--- config.mk ---
export PLATFORM = sky130hd
export DESIGN_NAME = pid_turn_controller_top
export DESIGN_NICKNAME = d
export VERILOG_FILES = /design/src/rtl/core/ptc_pkg.sv /design/src/rtl/core/ptc_cfg_regs.sv /design/src/rtl/core/ptc_error_stage.sv /design/src/rtl/core/ptc_drive_stage.sv /design/src/rtl/core/pid_turn_controller_top.sv
export SDC_FILE = /design/constraint.sdc
export NUM_CORES = 2
export LEC_CHECK = 0
export BUFFER_PORTS_ARGS = -buffer_cell sky130_fd_sc_hd__buf_2
export CAP_MARGIN = 40
export CELL_PAD_IN_SITES_DETAIL_PLACEMENT = 0
export CELL_PAD_IN_SITES_GLOBAL_PLACEMENT = 2
export CORE_ASPECT_RATIO = 1.1
export CORE_UTILIZATION = 42
export CTS_CLUSTER_DIAMETER = 60
export CTS_CLUSTER_SIZE = 16
export DETAILED_ROUTE_END_ITERATION = 16
export GPL_TIMING_DRIVEN = 0
export PLACE_DENSITY = 0.94
export REMOVE_ABC_BUFFERS = 1
export SYNTH_ARGS = -nofsm -noshare
export SYNTH_HDL_FRONTEND = slang
export SYNTH_SLANG_ARGS = --single-unit
--- constraint.sdc ---
create_clock -name clk -period 16.7 [get_ports clk]
set_clock_uncertainty 0.15 [all_clocks]
set_input_delay 2.505 -clock clk [delete_from_list [all_inputs] [get_ports clk]]
set_output_delay 2.505 -clock clk [all_outputs]
set_load 0.01 [all_outputs]
--- src/rtl/core/ptc_pkg.sv ---
// Shared types, register indexes, reset values and the gain multiply
// for the heading PID turn controller. No dependencies.
`default_nettype none
package ptc_pkg;

  localparam int POWER_MAX = 25600;

  // configuration register indexes
  localparam logic [2:0] REG_GAIN_P       = 3'd0;
  localparam logic [2:0] REG_GAIN_D       = 3'd1;
  localparam logic [2:0] REG_GAIN_I       = 3'd2;
  localparam logic [2:0] REG_INTEG_CAP    = 3'd3;
  localparam logic [2:0] REG_SETTLE_BAND  = 3'd4;
  localparam logic [2:0] REG_SETTLE_COUNT = 3'd5;
  localparam logic [2:0] REG_CCW          = 3'd6;

  localparam logic [19:0] RST_GAIN_P       = 20'd36045;
  localparam logic [19:0] RST_GAIN_D       = 20'd15073;
  localparam logic [19:0] RST_GAIN_I       = 20'd131;
  localparam logic [14:0] RST_INTEG_CAP    = 15'd7680;
  localparam logic [15:0] RST_SETTLE_BAND  = 16'd128;
  localparam logic [7:0]  RST_SETTLE_COUNT = 8'd4;

  typedef struct packed {
    logic [19:0] gain_p;
    logic [19:0] gain_d;
    logic [19:0] gain_i;
    logic [14:0] integral_cap;
    logic [15:0] settle_band;
    logic [7:0]  settle_samples;
    logic        counter_clockwise;
  } cfg_t;

  typedef struct packed {
    logic               action;
    logic signed [17:0] goal_angle;
    logic signed [16:0] yaw_angle;
  } in_item_t;

  // error stage to drive stage
  typedef struct packed {
    logic               done;
    logic               start;
    logic               in_zone;
    logic signed [25:0] p_term;
    logic signed [25:0] d_term;
    logic signed [25:0] i_step;
  } mid_item_t;

  // gain * v / 65536, rounded to nearest, ties away from zero
  function automatic logic signed [25:0] mul_gain(input logic [19:0] gain,
                                                  input logic signed [19:0] v);
    logic [19:0] mag;
    logic [40:0] prod;
    logic [24:0] r;
    mag  = v[19] ? 20'(-v) : 20'(v);
    prod = 41'(gain) * 41'(mag) + 41'd32768;
    r    = prod[40:16];
    mul_gain = v[19] ? -$signed({1'b0, r}) : $signed({1'b0, r});
  endfunction

endpackage
`default_nettype wire

--- src/rtl/core/ptc_cfg_regs.sv ---
// Configuration register file of the turn controller.
// Depends on ptc_pkg.
`default_nettype none
module ptc_cfg_regs (
  input  wire logic          clk,
  input  wire logic          rst_n,
  input  wire logic          cfg_we,
  input  wire logic [2:0]    cfg_index,
  input  wire logic [19:0]   cfg_data,
  output ptc_pkg::cfg_t      cfg
);

  ptc_pkg::cfg_t cfg_r;

  always_ff @(posedge clk) begin
    if (!rst_n) begin
      cfg_r.gain_p            <= ptc_pkg::RST_GAIN_P;
      cfg_r.gain_d            <= ptc_pkg::RST_GAIN_D;
      cfg_r.gain_i            <= ptc_pkg::RST_GAIN_I;
      cfg_r.integral_cap      <= ptc_pkg::RST_INTEG_CAP;
      cfg_r.settle_band       <= ptc_pkg::RST_SETTLE_BAND;
      cfg_r.settle_samples    <= ptc_pkg::RST_SETTLE_COUNT;
      cfg_r.counter_clockwise <= 1'b0;
    end else if (cfg_we) begin
      case (cfg_index)
        ptc_pkg::REG_GAIN_P:       cfg_r.gain_p            <= cfg_data;
        ptc_pkg::REG_GAIN_D:       cfg_r.gain_d            <= cfg_data;
        ptc_pkg::REG_GAIN_I:       cfg_r.gain_i            <= cfg_data;
        ptc_pkg::REG_INTEG_CAP:    cfg_r.integral_cap      <= cfg_data[14:0];
        ptc_pkg::REG_SETTLE_BAND:  cfg_r.settle_band       <= cfg_data[15:0];
        ptc_pkg::REG_SETTLE_COUNT: cfg_r.settle_samples    <= cfg_data[7:0];
        ptc_pkg::REG_CCW:          cfg_r.counter_clockwise <= cfg_data[0];
        default: ;
      endcase
    end
  end

  assign cfg = cfg_r;

endmodule
`default_nettype wire

--- src/rtl/core/ptc_error_stage.sv ---
// Error stage: heading error, settle rule, turn state, and the P, D and
// integral-step products. Depends on ptc_pkg.
`default_nettype none
module ptc_error_stage (
  input  wire logic          clk,
  input  wire logic          rst_n,
  input  wire ptc_pkg::cfg_t cfg,
  input  wire ptc_pkg::in_item_t item,
  input  wire logic          fire,
  output ptc_pkg::mid_item_t mid
);

  logic signed [17:0] target_r, target_nxt;
  logic signed [18:0] prev_r, prev_nxt;
  logic [16:0]        zone_r, zone_nxt;
  logic [7:0]         cnt_r, cnt_nxt;
  logic               finished_r, finished_nxt;

  logic               start;
  logic signed [17:0] tgt;
  logic signed [18:0] goal19;
  logic [18:0]        goal_abs;
  logic [16:0]        zone_cur;
  logic signed [18:0] err;
  logic [18:0]        err_abs;
  logic signed [18:0] prev_cur;
  logic signed [19:0] diff;
  logic               in_band;
  logic               done;

  always_comb begin
    start    = ~item.action;
    tgt      = start ? item.goal_angle : target_r;
    goal19   = 19'(item.goal_angle);
    goal_abs = goal19[18] ? 19'(-goal19) : 19'(goal19);
    zone_cur = start ? goal_abs[18:2] : zone_r;
    err      = 19'(tgt) - 19'(item.yaw_angle);
    err_abs  = err[18] ? 19'(-err) : 19'(err);
    prev_cur = start ? err : prev_r;
    diff     = 20'(err) - 20'(prev_cur);
    in_band  = err_abs < 19'(cfg.settle_band);

    target_nxt   = target_r;
    prev_nxt     = prev_r;
    zone_nxt     = zone_r;
    cnt_nxt      = cnt_r;
    finished_nxt = finished_r;
    done         = 1'b0;

    if (start) begin
      target_nxt   = item.goal_angle;
      prev_nxt     = err;
      zone_nxt     = zone_cur;
      cnt_nxt      = 8'd0;
      finished_nxt = 1'b0;
    end else if (finished_r) begin
      done = 1'b1;
    end else begin
      if (in_band) begin
        if (cnt_r >= cfg.settle_samples) begin
          finished_nxt = 1'b1;
          done         = 1'b1;
        end else begin
          cnt_nxt = cnt_r + 8'd1;
        end
      end else begin
        cnt_nxt = 8'd0;
      end
      if (!done) prev_nxt = err;
    end

    mid.done    = done;
    mid.start   = start;
    mid.in_zone = (err != 19'sd0) && (err_abs < 19'(zone_cur));
    mid.p_term  = ptc_pkg::mul_gain(cfg.gain_p, 20'(err));
    mid.d_term  = (err == 19'sd0) ? 26'sd0 : ptc_pkg::mul_gain(cfg.gain_d, diff);
    mid.i_step  = ptc_pkg::mul_gain(cfg.gain_i, 20'(err));
  end

  always_ff @(posedge clk) begin
    if (!rst_n) begin
      target_r   <= '0;
      prev_r     <= '0;
      zone_r     <= '0;
      cnt_r      <= '0;
      finished_r <= 1'b1;
    end else if (fire) begin
      target_r   <= target_nxt;
      prev_r     <= prev_nxt;
      zone_r     <= zone_nxt;
      cnt_r      <= cnt_nxt;
      finished_r <= finished_nxt;
    end
  end

endmodule
`default_nettype wire

--- src/rtl/core/ptc_drive_stage.sv ---
// Drive stage: integral accumulate and clamp, P+I+D sum, saturation and
// side signs. Depends on ptc_pkg.
`default_nettype none
module ptc_drive_stage (
  input  wire logic          clk,
  input  wire logic          rst_n,
  input  wire ptc_pkg::cfg_t cfg,
  input  wire ptc_pkg::mid_item_t mid,
  input  wire logic          fire,
  output logic signed [15:0] left_power,
  output logic signed [15:0] right_power,
  output logic               settled
);

  logic signed [15:0] integ_r, integ_nxt;
  logic signed [15:0] base;
  logic signed [26:0] acc;
  logic signed [26:0] cap_s;
  logic signed [27:0] total;
  logic signed [15:0] power;

  always_comb begin
    base  = mid.start ? 16'sd0 : integ_r;
    acc   = 27'(base) + 27'(mid.i_step);
    cap_s = $signed({12'd0, cfg.integral_cap});
    if (!mid.in_zone) acc = 27'sd0;
    if (acc > cap_s)       integ_nxt = 16'(cap_s);
    else if (acc < -cap_s) integ_nxt = 16'(-cap_s);
    else                   integ_nxt = 16'(acc);

    total = 28'(mid.p_term) + 28'(integ_nxt) + 28'(mid.d_term);
    if (total > 28'(ptc_pkg::POWER_MAX))       power = 16'(ptc_pkg::POWER_MAX);
    else if (total < -28'(ptc_pkg::POWER_MAX)) power = -16'(ptc_pkg::POWER_MAX);
    else                                       power = 16'(total);
    if (mid.done) power = 16'sd0;
    if (cfg.counter_clockwise) power = -power;

    left_power  = power;
    right_power = -power;
    settled     = mid.done;
  end

  // a finishing or idle sample leaves the integral alone
  always_ff @(posedge clk) begin
    if (!rst_n) begin
      integ_r <= '0;
    end else if (fire && !mid.done) begin
      integ_r <= integ_nxt;
    end
  end

endmodule
`default_nettype wire

--- src/rtl/core/pid_turn_controller_top.sv ---
// Heading PID turn controller, top level: input register, error stage,
// drive stage and result register. Depends on ptc_pkg, ptc_cfg_regs,
// ptc_error_stage and ptc_drive_stage.
// Items pass the input, stage and result registers in turn. Throughput:
// one item per cycle, three-register pipeline, unless out_ready stalls.
// Reset (rst_n low, synchronous): pipeline empty, registers at defaults,
// turn idle (samples answer settled until a start item).
`default_nettype none
module pid_turn_controller_top (
  input  wire logic               clk,
  input  wire logic               rst_n,
  input  wire logic               in_valid,
  output logic                    in_ready,
  input  wire logic               in_action,
  input  wire logic signed [17:0] in_goal_angle,
  input  wire logic signed [16:0] in_yaw_angle,
  output logic                    out_valid,
  input  wire logic               out_ready,
  output logic signed [15:0]      out_left_power,
  output logic signed [15:0]      out_right_power,
  output logic                    out_settled,
  input  wire logic               cfg_we,
  input  wire logic [2:0]         cfg_index,
  input  wire logic [19:0]        cfg_data
);

  ptc_pkg::cfg_t      cfg;
  ptc_pkg::in_item_t  s1_r;
  ptc_pkg::mid_item_t mid_nxt, mid_r;
  logic               s1_v_r, s2_v_r, out_v_r;
  logic               out_take, s2_take, fire1, fire2;
  logic signed [15:0] left_nxt, right_nxt;
  logic               settled_nxt;
  logic signed [15:0] left_r, right_r;
  logic               settled_r;

  assign out_take = ~out_v_r | out_ready;
  assign fire2    = s2_v_r & out_take;
  assign s2_take  = ~s2_v_r | out_take;
  assign fire1    = s1_v_r & s2_take;
  // no item is taken while reset is held
  assign in_ready = rst_n & (~s1_v_r | s2_take);

  ptc_cfg_regs u_cfg (
    .clk       (clk),
    .rst_n     (rst_n),
    .cfg_we    (cfg_we),
    .cfg_index (cfg_index),
    .cfg_data  (cfg_data),
    .cfg       (cfg)
  );

  ptc_error_stage u_err (
    .clk   (clk),
    .rst_n (rst_n),
    .cfg   (cfg),
    .item  (s1_r),
    .fire  (fire1),
    .mid   (mid_nxt)
  );

  ptc_drive_stage u_drv (
    .clk         (clk),
    .rst_n       (rst_n),
    .cfg         (cfg),
    .mid         (mid_r),
    .fire        (fire2),
    .left_power  (left_nxt),
    .right_power (right_nxt),
    .settled     (settled_nxt)
  );

  always_ff @(posedge clk) begin
    if (!rst_n) begin
      s1_v_r  <= 1'b0;
      s2_v_r  <= 1'b0;
      out_v_r <= 1'b0;
    end else begin
      if (in_ready) s1_v_r <= in_valid;
      if (s2_take)  s2_v_r <= s1_v_r;
      if (out_take) out_v_r <= s2_v_r;
    end
  end

  always_ff @(posedge clk) begin
    if (in_valid && in_ready) begin
      s1_r.action     <= in_action;
      s1_r.goal_angle <= in_goal_angle;
      s1_r.yaw_angle  <= in_yaw_angle;
    end
    if (fire1) mid_r <= mid_nxt;
    if (fire2) begin
      left_r    <= left_nxt;
      right_r   <= right_nxt;
      settled_r <= settled_nxt;
    end
  end

  assign out_valid       = out_v_r;
  assign out_left_power  = left_r;
  assign out_right_power = right_r;
  assign out_settled     = settled_r;

endmodule
`default_nettype wire
==> reports/results.txt <==
non-filler cells, final - 9,315
sequential area share after synthesis - 0.127
CP Launch Type - flip-flop
Worst-Skew Late Latency - 0.61 ns
crit-path max cell delay - 0.65 ns
gr usage total - 0.237
met1 Use GR - 0.312
via/cell ratio - 5.39
top post-synthesis cells by count - 1,207 x inv_1, 1,186 x nand2_1, 996 x fa_1, 679 x ha_1, 378 x and2_1
status - finished clean
TritonCTS buffer count - 38
worst hold slack - 0.311 ns
Fmax - 64.2 MHz
initial antenna violation count - 6
top-count cell post-synth - inv_1
Initial Utilization - 0.425
remaining global-route overflow - 0
PnR worst setup slack - 1.12 ns
Top Usage Layer GRT - met2
routed vias - 50,201
gpl congestion - 0.910
Synth area leaders - fa_1 31%, ha_1 13%, inv_1 7.1%
Setup Crit Path Kind - flip-flop to flip-flop
Max Cap Viol - 0
distinct cell type count after synthesis - 100
Top FF cell, synth - dfxtp_1
FP Rows - 149
share of cells above drive strength 1 - 0.0641
number of synthesized flops with an enable pin - 149
Num Clock Sinks - 331
wire length per cell - 19.4 microns
multi-input gate area in the final layout - 50,300 sq um
Pins Over Slew Limit - 0
# nets final - 9,061
Slew @ Worst Pin - 0.975 ns
met3 Track Usage GR - 0.0277
synth warn - 0
HP Class - flip-flop to flip-flop
met2 track utilization from global routing - 0.405
first-pass GRT wire length - 288 mm
Port Buffer Count - 98
Iteration-0 DRC Markers - 3,291
Yosys reg bits - 331
dpl hpwl - 149 mm
Worst-path clk slew - 0.07 ns
1st-pass router iterations - 6
Routed Wire Length - 180 mm
crit path time final - 15.58 ns
Synth Area per Inst - 8.71 sq um
worst path required time - 16.83 ns
post-synth top area cell - fa_1
root buf cell - clkbuf_16
Area Growth Syn to Fin - 9.18%
Hold Buf Count CTS - 0
placed cells - 9,242
I/O pin cnt - 99
arrival time worst endpoint - 15.71 ns
Synth top area share - 0.312
final setup fails - 0
most frequent CP cell - fa_1
Post-Place Worst Slack - 0.482 ns
Synth Instances - 7,338
H-tree level count - 2
Chip Height - 411 microns
slew margin rel. - 0.349
Die X - 374 microns
final hold vios - 0
RSZ-0062 raised after global routing - false
Final Util - 0.464
# fillers - 14,357
core area - 150,000 sq um
clk buf depth - 3
Die ar. - 154,000 sq um
Mapped Area - 63,900 sq um
Async SR Flop Fraction - 0
ANT nets after route - 0
fin crit share - 0.933
Worst Setup End Kind - flip-flop
worst-path fanout max - 36
register area - 8120 sq um
largest net degree at the start of global routing - 116
slowest CP cell - nor4b_2
TritonCTS clock tree - yes
Residual DRC - 0
vias in the first global route - 52,022
-- registers in the layout, summed over array words and instances (netlist names), 15 cells and up --
name             flops
mid_r               81
out_left_power      16
out_right_power     15
s1_r                36
u_cfg.cfg          100
u_drv.integ_r       16
u_err.prev_r        19
u_err.target_r      18
u_err.zone_r        17
-- worst paths after layout --
check                           slack (ns)                             to                     startpoint  depth (start not counted)
worst min register to register        0.31  u_err.prev_r[18]$_SDFFE_PN0P_  u_err.prev_r[18]$_SDFFE_PN0P_                          2
worst max-delay path                  1.12        mid_r[49]$_SDFFCE_PN0P_             s1_r[35]$_DFFE_PP_                         44
worst max register to register        1.12        mid_r[49]$_SDFFCE_PN0P_             s1_r[35]$_DFFE_PP_                         44
worst min-delay path                  0.31  u_err.prev_r[18]$_SDFFE_PN0P_  u_err.prev_r[18]$_SDFFE_PN0P_                          2
-- metal layers --
metal	wire, microns	vias up
li1	-	23220
met1	77800	25112
met2	86000	1527
met3	10400	340
met4	6180	2
met5	13	-
-- through the flow --
stage	cell area (sq um)	TNS (ns)
floorplan	62700	0
global placement	65600	-129.28
detailed placement	68400	0
CTS	69800	0
global route	69800	0
finish	69800	0
-- cell families (layout without fill, tap and decap cells) --
group / Yosys count / after routing / synth area share
buffers and inverters: 1578 / 1551 / 0.0929
AO/OA/AOI/OAI: 964 / 964 / 0.101
multiplexers: 83 / 83 / 0.0136
XOR/XNOR: 287 / 287 / 0.0394
flip-flops: 331 / 331 / 0.127
AND/OR/NAND/NOR: 2418 / 2418 / 0.181
adder cells (fa/ha/maj): 1675 / 1675 / 0.445
other: 2 / 43 / 0.000117
-- worst max-delay path, delay by kind of cell, from the launching register on --
kind | cells | cell delay (ns)
mux | 3 | 1.12
simple gates | 12 | 3.01
buf+inv | 7 | 1.32
xor+xnor | 2 | 0.80
flops | 1 | 0.56
fa+ha+maj | 10 | 4.64
compound gates | 10 | 3.51
-- timing repair --
| item | CTS | global route |
|---|---|---|
| buffers inserted | 0 | 3 |
| endpoints found under the setup margin | 0 | 11 |
| gates resized for setup | 0 | 1 |
-- placed cells by master (no fill, tap or decap), types with 47 or more instances in the layout --
cell type	netlist	layout
a21o_1	115	115
buf_6	0	57
buf_8	0	64
inv_1	1207	1206
nor2b_1	158	157
nand3_1	103	103
a21oi_1	230	230
nand2b_1	55	55
nand4_1	47	47
a21boi_0	116	116
ha_1	679	678
dfxtp_1	182	182
xnor2_1	199	173
nor3_1	63	60
fa_1	996	996
buf_2	5	100
xor2_1	87	81
and2_1	378	378
edfxtp_1	149	149
o21ai_0	165	164
nor2_1	234	234
mux2i_1	54	54
nand2_1	1186	1186
o21a_1	47	47
-- layout make-up --
type	count	share of cell area
Tap cell	1963	0.0352
Sequential cell	331	0.116
Clock buffer	44	0.0149
Inverter	1210	0.0651
Timing Repair Buffer	272	0.0428
Antenna cell	1	0.0000358
Clock inverter	25	0.00446
Multi-Input combinational cell	5469	0.721
Power is not shown: default switching activity piles up to over one toggle a cycle in this logic, so the estimate is an artifact.
